[config.mk]
export PLATFORM = sky130hd
export DESIGN_NAME = tdpt_ctrl
export DESIGN_NICKNAME = d
export VERILOG_FILES = /design/src/hw/rtl/tdpt_pkg.sv /design/src/hw/rtl/tdpt_ctrl.sv
export SDC_FILE = /design/constraint.sdc
export NUM_CORES = 1
export LEC_CHECK = 0
export BUFFER_PORTS_ARGS = -buffer_cell sky130_fd_sc_hd__buf_2
export CAP_MARGIN = 10
export CORE_AREA = 8 8 45 47
export CTS_CLUSTER_SIZE = 28
export DETAILED_ROUTE_END_ITERATION = 16
export DIE_AREA = 0 0 53 55
export PLACE_DENSITY = 0.55
export SYNTH_ARGS = -nofsm -noshare
export SYNTH_HDL_FRONTEND = slang
export SYNTH_SLANG_ARGS = --single-unit
[constraint.sdc]
create_clock -name aclk -period 2.2 [get_ports aclk]
set_clock_uncertainty 0.05 [all_clocks]
set_input_delay 0.44 -clock aclk [delete_from_list [all_inputs] [get_ports aclk]]
set_output_delay 0.44 -clock aclk [all_outputs]
set_load 0.05 [all_outputs]
[src/hw/rtl/tdpt_pkg.sv]
package tdpt_pkg;

    localparam int VALUE_BITS = 24;
    localparam int SQ_BITS    = VALUE_BITS + 2;
    localparam int CNT_BITS   = (VALUE_BITS > 2) ? $clog2(VALUE_BITS) : 1;

    localparam logic [CNT_BITS-1:0] DIV_LAST_COUNT = CNT_BITS'(VALUE_BITS - 1);

    typedef enum logic [2:0] {
        S_IDLE,
        S_CHECK,
        S_DIV,
        S_TEST,
        S_DONE
    } state_t;

    typedef struct packed {
        logic load;
        logic div_start;
        logic div_step;
        logic next_div;
    } cmd_t;

    typedef struct packed {
        logic lt2;
        logic sq_gt_n;
        logic div_last;
        logic rem_zero;
    } status_t;

endpackage

[src/hw/rtl/tdpt_ctrl.sv]
module tdpt_ctrl (
    input  logic              aclk,
    input  logic              aresetn,
    input  logic              s_valid,
    output logic              s_ready,
    output logic              m_valid,
    input  logic              m_ready,
    output logic              m_is_prime,
    output tdpt_pkg::cmd_t    cmd,
    input  tdpt_pkg::status_t status
);
    import tdpt_pkg::*;

    state_t state_reg, state_next;
    logic   res_reg, res_next;
    logic   out_valid_reg, out_valid_next;
    logic   is_prime_reg, is_prime_next;
    logic   slot_free;

    assign slot_free = !out_valid_reg || m_ready;

    always_ff @(posedge aclk) begin
        if (!aresetn) begin
            state_reg     <= S_IDLE;
            out_valid_reg <= 1'b0;
        end else begin
            state_reg     <= state_next;
            out_valid_reg <= out_valid_next;
        end
        res_reg      <= res_next;
        is_prime_reg <= is_prime_next;
    end

    always_comb begin
        state_next     = state_reg;
        res_next       = res_reg;
        out_valid_next = out_valid_reg;
        is_prime_next  = is_prime_reg;
        cmd            = '0;
        s_ready        = 1'b0;
        if (out_valid_reg && m_ready) begin
            out_valid_next = 1'b0;
        end
        unique case (state_reg)
            S_IDLE: begin
                s_ready = 1'b1;
                if (s_valid) begin
                    cmd.load   = 1'b1;
                    state_next = S_CHECK;
                end
            end
            S_CHECK: begin
                priority if (status.lt2) begin
                    res_next   = 1'b0;
                    state_next = S_DONE;
                end else if (status.sq_gt_n) begin
                    res_next   = 1'b1;
                    state_next = S_DONE;
                end else begin
                    cmd.div_start = 1'b1;
                    state_next    = S_DIV;
                end
            end
            S_DIV: begin
                cmd.div_step = 1'b1;
                if (status.div_last) begin
                    state_next = S_TEST;
                end
            end
            S_TEST: begin
                if (status.rem_zero) begin
                    res_next   = 1'b0;
                    state_next = S_DONE;
                end else begin
                    cmd.next_div = 1'b1;
                    state_next   = S_CHECK;
                end
            end
            S_DONE: begin
                if (slot_free) begin
                    out_valid_next = 1'b1;
                    is_prime_next  = res_reg;
                    state_next     = S_IDLE;
                end
            end
            default: begin
                state_next = S_IDLE;
            end
        endcase
    end

    assign m_valid    = out_valid_reg;
    assign m_is_prime = is_prime_reg;

    a_accept_to_check: assert property (@(posedge aclk) disable iff (!aresetn)
        (s_valid && s_ready) |=> (state_reg == S_CHECK))
        else $error("accepted transaction did not start a check");

    a_small_not_prime: assert property (@(posedge aclk) disable iff (!aresetn)
        (state_reg == S_CHECK && status.lt2) |=> (state_reg == S_DONE && !res_reg))
        else $error("zero or one not flagged as not prime");

    a_div_to_test: assert property (@(posedge aclk) disable iff (!aresetn)
        (state_reg == S_DIV && status.div_last) |=> (state_reg == S_TEST))
        else $error("division did not end after last step");

    a_result_posted: assert property (@(posedge aclk) disable iff (!aresetn)
        (state_reg == S_DONE && slot_free)
        |=> (m_valid && m_is_prime == $past(res_reg) && state_reg == S_IDLE))
        else $error("result not posted to output register");

endmodule

==> report_table.html, run 1 <==
<table>
<tr><th>Metric</th><th>Value</th></tr>
<tr><th colspan="2">Status</th></tr>
<tr><td>Status</td><td>complete, no violations</td></tr>
<tr><th colspan="2">Final layout</th></tr>
<tr><td>Area of combinational cells with multiple inputs</td><td>around 240 sq um</td></tr>
<tr><td>Post-route design area</td><td>499.2 sq um</td></tr>
<tr><td>Max FFs per register</td><td>3</td></tr>
<tr><td>Net count of the finished layout</td><td>61</td></tr>
<tr><td>Register Area</td><td>between 100 and 150 sq um</td></tr>
<tr><td>Antenna diode instance count</td><td>0</td></tr>
<tr><td>Share of cells above drive strength 1</td><td>0.5000</td></tr>
<tr><td>Final design utilization</td><td>0.3608</td></tr>
<tr><td>Synthesis-to-layout area growth</td><td>22.39%</td></tr>
<tr><td>Fill count</td><td>between 100 and 150</td></tr>
<tr><th colspan="2">Placement</th></tr>
<tr><td>DP HPWL</td><td>608.2 microns</td></tr>
<tr><td>I/O Buffers</td><td>14</td></tr>
<tr><td>Last weighted congestion value of the routability-driven placer</td><td>0.7025</td></tr>
<tr><td>Instance area after placement</td><td>around 470 sq um</td></tr>
<tr><th colspan="2">Routing</th></tr>
<tr><td>First-pass iteration count of the detailed router</td><td>2</td></tr>
<tr><td>First DRT Iteration DRCs</td><td>9</td></tr>
<tr><td>Vias</td><td>321</td></tr>
<tr><td>Average routed wire per standard cell</td><td>between 10 and 15 microns</td></tr>
<tr><td>Routed Wire Length</td><td>roughly 800 microns</td></tr>
<tr><td>Final ANT Viol Nets</td><td>0</td></tr>
<tr><td>DR DRC count</td><td>0</td></tr>
<tr><td>Detailed-route vias per instance</td><td>4.721</td></tr>
<tr><th colspan="2">Yosys</th></tr>
<tr><td>Area share of the largest cell type after synthesis</td><td>0.1963</td></tr>
<tr><td>Mapped Nets</td><td>45</td></tr>
<tr><td>Sequential fraction of the synthesis area</td><td>0.3436</td></tr>
<tr><td>Number of flip-flops and latches in the synthesized netlist</td><td>6</td></tr>
<tr><td>Area contributors post-synth</td><td>sky130_fd_sc_hd__dfxtp_1 20%, sky130_fd_sc_hd__edfxtp_1 15%, sky130_fd_sc_hd__a2111oi_4 6.7%</td></tr>
<tr><td>Post-Synthesis Cell Area</td><td>roughly 410 sq um</td></tr>
<tr><td>Ys Warns</td><td>0</td></tr>
<tr><td>Mean instance size in the synthesized netlist</td><td>between 10 and 15 sq um</td></tr>
<tr><td>Post-synth cell types</td><td>28</td></tr>
<tr><td>Dominant cell type by area after synthesis</td><td>sky130_fd_sc_hd__dfxtp_1</td></tr>
<tr><td>Cell count after synthesis</td><td>37</td></tr>
<tr><th colspan="2">Floorplanning</th></tr>
<tr><td>Core Box Area</td><td>0.001384 sq mm</td></tr>
<tr><td>Vertical die dimension</td><td>approximately 55 microns</td></tr>
<tr><td>Full die area</td><td>between 0.002 and 0.003 sq mm</td></tr>
<tr><td>Starting utilization of the core area</td><td>0.2948</td></tr>
<tr><td>Number of top-level design ports</td><td>15</td></tr>
<tr><td>Die W</td><td>~53 microns</td></tr>
<tr><td>Standard-cell rows</td><td>14</td></tr>
<tr><th colspan="2">Setup path</th></tr>
<tr><td>Critical Path, Cell by Cell</td><td>and4bb_2 -&gt; buf_2</td></tr>
<tr><td>Setup CP Type</td><td>reg2out</td></tr>
<tr><td>Data required time of the worst path</td><td>between 1.5 and 2 ns</td></tr>
<tr><td>Worst Path Max Fanout</td><td>12</td></tr>
<tr><td>Critical-path top delay cell</td><td>sky130_fd_sc_hd__dfxtp_1</td></tr>
<tr><td>Critical path capture point type</td><td>primary output</td></tr>
<tr><td>Gate family responsible for the most delay along the worst path</td><td>flip-flops</td></tr>
<tr><td>Critical path startpoint category</td><td>register</td></tr>
<tr><td>Crit-path max cell delay</td><td>approximately 0.64 ns</td></tr>
<tr><td>Buf+Inv Stages, Crit Path</td><td>1</td></tr>
<tr><td>CP arrival</td><td>around 1.4 ns</td></tr>
<tr><th colspan="2">Timing</th></tr>
<tr><td>Setup repair after global routing missed its margin</td><td>false</td></tr>
<tr><td>Highest attainable clock frequency</td><td>a little over 0.5 GHz</td></tr>
<tr><td>Final Slew Violations</td><td>0</td></tr>
<tr><td>Relative slew slack</td><td>0.6585</td></tr>
<tr><td>Number of hold violations in the final report</td><td>0</td></tr>
<tr><td>Period utilisation layout</td><td>0.8757</td></tr>
<tr><td>Accumulated negative setup slack</td><td>0 ns</td></tr>
<tr><td>Period minus WS final</td><td>about 1.9 ns</td></tr>
<tr><td>Measured slew at the worst slew-check pin</td><td>0.5115 ns</td></tr>
<tr><td>Endpoints failing setup</td><td>0</td></tr>
<tr><th colspan="2">CTS</th></tr>
<tr><td>Num Clock Sinks</td><td>6</td></tr>
<tr><td>Clock tree from TritonCTS</td><td>done</td></tr>
<tr><td>CTS root buf</td><td>sky130_fd_sc_hd__clkbuf_4</td></tr>
<tr><td>Clock network latency to the later pin of the worst-skew pair</td><td>between 0.2 and 0.3 ns</td></tr>
<tr><td>CTS H-Tree Depth</td><td>1</td></tr>
<tr><td>Clock buffers created by TritonCTS</td><td>3</td></tr>
<tr><td>CTS resizes</td><td>0</td></tr>
<tr><td>Clk buf depth</td><td>2</td></tr>
<tr><td>Setup Buffers After CTS</td><td>0</td></tr>
<tr><td>Clock-pin slew of the registers on the worst-case setup and hold paths</td><td>0.05 ns</td></tr>
<tr><td># hold bufs at CTS</td><td>0</td></tr>
<tr><th colspan="2">Global routing</th></tr>
<tr><td>GR Overflow Total</td><td>0</td></tr>
<tr><td>Grt peak-use layer</td><td>met2</td></tr>
<tr><td>Met3 Resource Use GR</td><td>0.01070</td></tr>
<tr><td>Grt met2 use</td><td>0.08789</td></tr>
<tr><td>Global-route usage over all layers</td><td>0.06466</td></tr>
<tr><td>Largest net degree at the start of global routing</td><td>13</td></tr>
<tr><td>Routing usage on met1</td><td>0.07810</td></tr>
<tr><td>First-pass GRT wire length</td><td>1.338 mm</td></tr>
<tr><td>Vias in the first global route</td><td>304</td></tr>
<tr><td>Number of antenna violations at the first check in global routing</td><td>0</td></tr>
<tr><th colspan="2">Pwr</th></tr>
<tr><td>Static leakage power</td><td>roughly 0.22 nW</td></tr>
<tr><td>Power per Cell Area</td><td>around 710 mW/mm^2</td></tr>
<tr><td>IR drop worst, VDD</td><td>between 0.15 and 0.2 mV</td></tr>
<tr><th colspan="2">Min path</th></tr>
<tr><td>Path class of the lowest-slack min-delay path</td><td>in2reg</td></tr>
<tr><th colspan="2">Run</th></tr>
<tr><td>Max-capacitance violation count</td><td>0</td></tr>
</table>
==> kinds of logic (layout without fill, tap and decap cells) <==
group,count (synthesis),in the layout,synth area share
flops,6,6,0.3436
simple gates,19,19,0.3682
buf+inv,4,19,0.08282
compound gates,7,7,0.1810
mux,1,1,0.02454
==> final cells by class <==
type | count | area share
multi-input cells | 27 | 0.4787
flip-flops and latches | 6 | 0.2807
repair buffers | 14 | 0.1404
clock buffers | 4 | 0.05263
well taps | 16 | 0.04010
inverters | 1 | 0.007519
==> path summary, 6_finish.rpt <==
| path | depth (start not counted) | from | slack [ns] | endpoint |
|---|---|---|---|---|
| hold reg to reg | 0 | res_reg$_SDFFCE_PN0P_ | 0.37 | m_is_prime$_DFFE_PP_ |
| hold / removal | 2 | status[0] | 0.36 | state_reg[0]$_SDFFE_PN0P_ |
| setup / recovery | 2 | state_reg[0]$_SDFFE_PN0P_ | 0.27 | cmd[0] |
| setup reg to reg | 3 | state_reg[1]$_SDFFE_PN0P_ | 0.73 | state_reg[2]$_SDFFE_PN0P_ |
==> cells in the final DEF, fill, tap and decap left out <==
master                      count
sky130_fd_sc_hd__buf_2         14
sky130_fd_sc_hd__dfxtp_1        4
sky130_fd_sc_hd__clkbuf_4       3
sky130_fd_sc_hd__nor3_2         2
sky130_fd_sc_hd__nand2b_4       2
sky130_fd_sc_hd__nor2b_1        2
sky130_fd_sc_hd__nor2_1         2
sky130_fd_sc_hd__nand2_1        2
sky130_fd_sc_hd__edfxtp_1       2
sky130_fd_sc_hd__nor3b_1        1
sky130_fd_sc_hd__nor3_4         1
sky130_fd_sc_hd__and2b_1        1
sky130_fd_sc_hd__and4bb_2       1
sky130_fd_sc_hd__and3_2         1
sky130_fd_sc_hd__and2_1         1
sky130_fd_sc_hd__inv_1          1
sky130_fd_sc_hd__a31oi_1        1
sky130_fd_sc_hd__a21boi_0       1
sky130_fd_sc_hd__or2b_1         1
sky130_fd_sc_hd__o22ai_1        1
sky130_fd_sc_hd__a211oi_1       1
sky130_fd_sc_hd__mux2i_1        1
sky130_fd_sc_hd__nor2b_2        1
sky130_fd_sc_hd__a2111oi_4      1
sky130_fd_sc_hd__or2_1          1
sky130_fd_sc_hd__a211o_1        1
sky130_fd_sc_hd__o211a_1        1
sky130_fd_sc_hd__clkbuf_1       1
==> metrics by stage <==
stage	setup slack, ns	power (W)	hold WS [ns]	std cells
floorplan	0.03963	0.0002275	0.3503	37
global placement	0.5453	0.0002443	0.3506	64
global route	0.1879	0.0003772	0.3777	68
CTS	0.2606	0.0003597	0.3551	68
detailed placement	0.5282	0.0002449	0.3605	64
finish	0.2734	0.0003548	0.3555	68
==> cell usage after synthesis <==
| master | number |
|---|---|
| sky130_fd_sc_hd__and2_1 | 1 |
| sky130_fd_sc_hd__and2b_1 | 1 |
| sky130_fd_sc_hd__and4bb_2 | 1 |
| sky130_fd_sc_hd__nor2_1 | 2 |
| sky130_fd_sc_hd__a21boi_0 | 1 |
| sky130_fd_sc_hd__a2111oi_4 | 1 |
| sky130_fd_sc_hd__nor3_4 | 1 |
| sky130_fd_sc_hd__a31oi_1 | 1 |
| sky130_fd_sc_hd__o211a_1 | 1 |
| sky130_fd_sc_hd__nand2b_4 | 2 |
| sky130_fd_sc_hd__a211oi_1 | 1 |
| sky130_fd_sc_hd__dfxtp_1 | 4 |
| sky130_fd_sc_hd__nor3_1 | 1 |
| sky130_fd_sc_hd__o22ai_1 | 1 |
| sky130_fd_sc_hd__nand2_1 | 2 |
| sky130_fd_sc_hd__or2b_1 | 1 |
| sky130_fd_sc_hd__or2_1 | 1 |
| sky130_fd_sc_hd__mux2i_1 | 1 |
| sky130_fd_sc_hd__buf_4 | 1 |
| sky130_fd_sc_hd__nor3b_1 | 1 |
| sky130_fd_sc_hd__and3_2 | 1 |
| sky130_fd_sc_hd__nor2b_2 | 1 |
| sky130_fd_sc_hd__a211o_1 | 1 |
| sky130_fd_sc_hd__inv_1 | 1 |
| sky130_fd_sc_hd__edfxtp_1 | 2 |
| sky130_fd_sc_hd__nor2b_1 | 2 |
| sky130_fd_sc_hd__buf_6 | 2 |
| sky130_fd_sc_hd__nor3_2 | 1 |
==> routing by layer <==
| layer | up-vias | wire, microns |
|---|---|---|
| li1 | 162 | - |
| met2 | 14 | 318 |
| met3 | 4 | 48 |
| met5 | - | 0 |
| met1 | 141 | 399 |
| met4 | 0 | 34 |
==> power breakdown <==
group / internal (W) / switching, W / leakage [nW] / total [W]
clock: 0.0000690 / 0.0000446 / 0.0150 / 0.000114
combinational: 0.0000409 / 0.0000588 / 0.152 / 0.0000996
sequential: 0.000124 / 0.0000180 / 0.0511 / 0.000142
total: 0.000233 / 0.000121 / 0.218 / 0.000355
No activity file was read; power rests on OpenSTA's default activity.
==> run 2: changes to the inputs <==
CTS_BUF_LIST = sky130_fd_sc_hd__clkbuf_4 sky130_fd_sc_hd__clkbuf_8   (was unset)
MAX_ROUTING_LAYER = met4   (was unset)
==> report_table.html, run 2 (synthesis results as in run 1) <==
<table>
<tr><th>Metric</th><th>Value</th></tr>
<tr><th colspan="2">Final layout</th></tr>
<tr><td>Max FFs per register</td><td>3 (unchanged)</td></tr>
<tr><td>Antenna diode instance count</td><td>0 (unchanged)</td></tr>
<tr><td>Post-route design area</td><td>503.0 sq um (+0.75%)</td></tr>
<tr><td>Synthesis-to-layout area growth</td><td>23.31%</td></tr>
<tr><td>Final design utilization</td><td>0.3635 (+0.002713)</td></tr>
<tr><td>Net count of the finished layout</td><td>61 (unchanged)</td></tr>
<tr><td>Area of combinational cells with multiple inputs</td><td>239.0 sq um (unchanged)</td></tr>
<tr><td>Share of cells above drive strength 1</td><td>0.5192 (+0.01923)</td></tr>
<tr><td>Fill count</td><td>144 (-1.4%)</td></tr>
<tr><td>Register Area</td><td>140.1 sq um (unchanged)</td></tr>
<tr><td>Top library cells by usage in the layout, fill and taps aside</td><td>14 x sky130_fd_sc_hd__buf_2, 4 x sky130_fd_sc_hd__clkbuf_4, 4 x sky130_fd_sc_hd__dfxtp_1</td></tr>
<tr><td>Most common cell after layout, fill and taps aside</td><td>sky130_fd_sc_hd__buf_2</td></tr>
<tr><th colspan="2">Timing</th></tr>
<tr><td>Period minus WS final</td><td>1.928 ns (+0.001476 ns)</td></tr>
<tr><td>Period utilisation layout</td><td>0.8764 (about the same)</td></tr>
<tr><td>Number of hold violations in the final report</td><td>0 (unchanged)</td></tr>
<tr><td>Final Slew Violations</td><td>0 (unchanged)</td></tr>
<tr><td>Worst hold-check slack</td><td>0.3587 ns (+0.003158 ns)</td></tr>
<tr><td>Accumulated negative setup slack</td><td>0 ns (unchanged)</td></tr>
<tr><td>Endpoints failing setup</td><td>0 (unchanged)</td></tr>
<tr><td>Measured slew at the worst slew-check pin</td><td>0.5143 ns (+0.002843 ns)</td></tr>
<tr><td>Setup repair after global routing missed its margin</td><td>false</td></tr>
<tr><td>Relative slew slack</td><td>0.6566 (-0.001898)</td></tr>
<tr><td>Highest attainable clock frequency</td><td>0.5187 GHz (about the same)</td></tr>
<tr><th colspan="2">Setup path</th></tr>
<tr><td>Gate family responsible for the most delay along the worst path</td><td>flip-flops</td></tr>
<tr><td>Critical path capture point type</td><td>primary output</td></tr>
<tr><td>CP arrival</td><td>1.44 ns (about the same)</td></tr>
<tr><td>Buf+Inv Stages, Crit Path</td><td>1 (unchanged)</td></tr>
<tr><td>Startpoint of the worst setup timing path</td><td>state_reg[0]$_SDFFE_PN0P_</td></tr>
<tr><td>Setup CP Type</td><td>reg2out</td></tr>
<tr><td>Depth of the worst register-to-register path</td><td>3 (unchanged)</td></tr>
<tr><td>Worst Path Max Fanout</td><td>12 (unchanged)</td></tr>
<tr><td>Critical path startpoint category</td><td>register</td></tr>
<tr><td>Critical-path top delay cell</td><td>sky130_fd_sc_hd__dfxtp_1</td></tr>
<tr><td>Worst reg2reg path startpoint</td><td>state_reg[1]$_SDFFE_PN0P_</td></tr>
<tr><td>Critical Path, Cell by Cell</td><td>and4bb_2 -&gt; buf_2</td></tr>
<tr><td>Data required time of the worst path</td><td>1.71 ns (about the same)</td></tr>
<tr><td>CP Depth</td><td>2 (unchanged)</td></tr>
<tr><td>Crit-path max cell delay</td><td>0.64 ns (about the same)</td></tr>
<tr><th colspan="2">Global routing</th></tr>
<tr><td>Global-route usage over all layers</td><td>0.06437 (-0.0002871)</td></tr>
<tr><td>Number of antenna violations at the first check in global routing</td><td>0 (unchanged)</td></tr>
<tr><td>Largest net degree at the start of global routing</td><td>13 (unchanged)</td></tr>
<tr><td>GR Overflow Total</td><td>0 (unchanged)</td></tr>
<tr><td>First-pass GRT wire length</td><td>1.317 mm (-1.6%)</td></tr>
<tr><td>Vias in the first global route</td><td>307 (+0.99%)</td></tr>
<tr><th colspan="2">CTS</th></tr>
<tr><td>Clock-pin slew of the registers on the worst-case setup and hold paths</td><td>0.05 ns (about the same)</td></tr>
<tr><td>CTS H-Tree Depth</td><td>1 (unchanged)</td></tr>
<tr><td>Clock network latency to the later pin of the worst-skew pair</td><td>0.25 ns (about the same)</td></tr>
<tr><td>Clock buffers created by TritonCTS</td><td>3 (unchanged)</td></tr>
<tr><td>Setup Buffers After CTS</td><td>0 (unchanged)</td></tr>
<tr><td>Num Clock Sinks</td><td>6 (unchanged)</td></tr>
<tr><td>CTS root buf</td><td>sky130_fd_sc_hd__clkbuf_4</td></tr>
<tr><td>Clock tree from TritonCTS</td><td>done</td></tr>
<tr><td>Clk buf depth</td><td>2 (unchanged)</td></tr>
<tr><td># hold bufs at CTS</td><td>0 (unchanged)</td></tr>
<tr><td>CTS resizes</td><td>0 (unchanged)</td></tr>
<tr><th colspan="2">Floorplanning</th></tr>
<tr><td>Vertical die dimension</td><td>55 microns (unchanged)</td></tr>
<tr><td>Die W</td><td>53 microns (unchanged)</td></tr>
<tr><td>Standard-cell rows</td><td>14 (unchanged)</td></tr>
<tr><td>Number of top-level design ports</td><td>15 (unchanged)</td></tr>
<tr><td>Core Box Area</td><td>0.001384 sq mm (unchanged)</td></tr>
<tr><td>Full die area</td><td>0.002915 sq mm (unchanged)</td></tr>
<tr><td>Starting utilization of the core area</td><td>0.2948 (unchanged)</td></tr>
<tr><th colspan="2">Routing</th></tr>
<tr><td>Detailed-route vias per instance</td><td>4.647 (-1.6%)</td></tr>
<tr><td>Average routed wire per standard cell</td><td>11.76 microns (-0.12%)</td></tr>
<tr><td>Routed Wire Length</td><td>800 microns (-0.12%)</td></tr>
<tr><td>First DRT Iteration DRCs</td><td>8 (-1)</td></tr>
<tr><td>DR DRC count</td><td>0 (unchanged)</td></tr>
<tr><td>Vias</td><td>316 (-1.6%)</td></tr>
<tr><td>First-pass iteration count of the detailed router</td><td>4 (+2)</td></tr>
<tr><td>Final ANT Viol Nets</td><td>0 (unchanged)</td></tr>
<tr><th colspan="2">Pwr</th></tr>
<tr><td>Power per Cell Area</td><td>727.7 mW/mm^2 (+2.4%)</td></tr>
<tr><td>Overall power</td><td>0.0003660 W (+3.2%)</td></tr>
<tr><td>IR drop worst, VDD</td><td>0.1783 mV (+0.15%)</td></tr>
<tr><td>Static leakage power</td><td>0.2214 nW (+1.6%)</td></tr>
<tr><th colspan="2">Placement</th></tr>
<tr><td>I/O Buffers</td><td>14 (unchanged)</td></tr>
<tr><td>Instance area after placement</td><td>473.0 sq um (unchanged)</td></tr>
<tr><td>Last weighted congestion value of the routability-driven placer</td><td>0.7103 (+1.1%)</td></tr>
<tr><td>DP HPWL</td><td>608.2 microns (unchanged)</td></tr>
<tr><th colspan="2">Run</th></tr>
<tr><td>Max-capacitance violation count</td><td>0 (unchanged)</td></tr>
<tr><th colspan="2">Min path</th></tr>
<tr><td>Path class of the lowest-slack min-delay path</td><td>in2reg</td></tr>
<tr><td>Hold_sp</td><td>status[0]</td></tr>
<tr><td>Worst hold path cell count</td><td>2 (unchanged)</td></tr>
<tr><th colspan="2">Status</th></tr>
<tr><td>Status</td><td>complete, no violations</td></tr>
</table>
-- run 2: cell counts in the layout (fill, tap and decap cells not counted) --
No cell type changed its count.
-- run 2: through the flow --
stage	cells	worst slack [ns]
2_1_floorplan	37	0.03963
3_3_place_gp	64	0.5453
3_5_place_dp	64	0.5282
4_1_cts	68	0.2618
5_1_grt	68	0.1923
6_report	68	0.2720
-- run 2: cell type report --
cell class / count / share of cell area
Multi-Input combinational cell: 27 / 0.4751
Inverter: 1 / 0.007463
Sequential cell: 6 / 0.2786
Clock buffer: 4 / 0.05970
Timing Repair Buffer: 14 / 0.1393
Tap cell: 16 / 0.03980
-- run 2: power by group --
part / leakage, nW / internal, W / switching (W)
sequential: 0.0511 / 0.000124 / 0.0000181
clock: 0.0184 / 0.0000813 / 0.0000434
combinational: 0.152 / 0.0000409 / 0.0000588
-- run 2: path summary, 6_finish.rpt --
path	to	slack, ns
max	cmd[0]	0.27
min	state_reg[0]$_SDFFE_PN0P_	0.36
max reg2reg	state_reg[2]$_SDFFE_PN0P_	0.72
min reg2reg	m_is_prime$_DFFE_PP_	0.37
-- run 2: layer usage --
| layer | track usage | up-vias | wire [microns] |
|---|---|---|---|
| li1 | - | 162 | - |
| met1 | 0.07810 | 136 | 417 |
| met3 | 0.008021 | 4 | 38 |
| met4 | 0.06466 | 0 | 33 |
| met2 | 0.08789 | 14 | 310 |
| met5 | - | - | 0 |
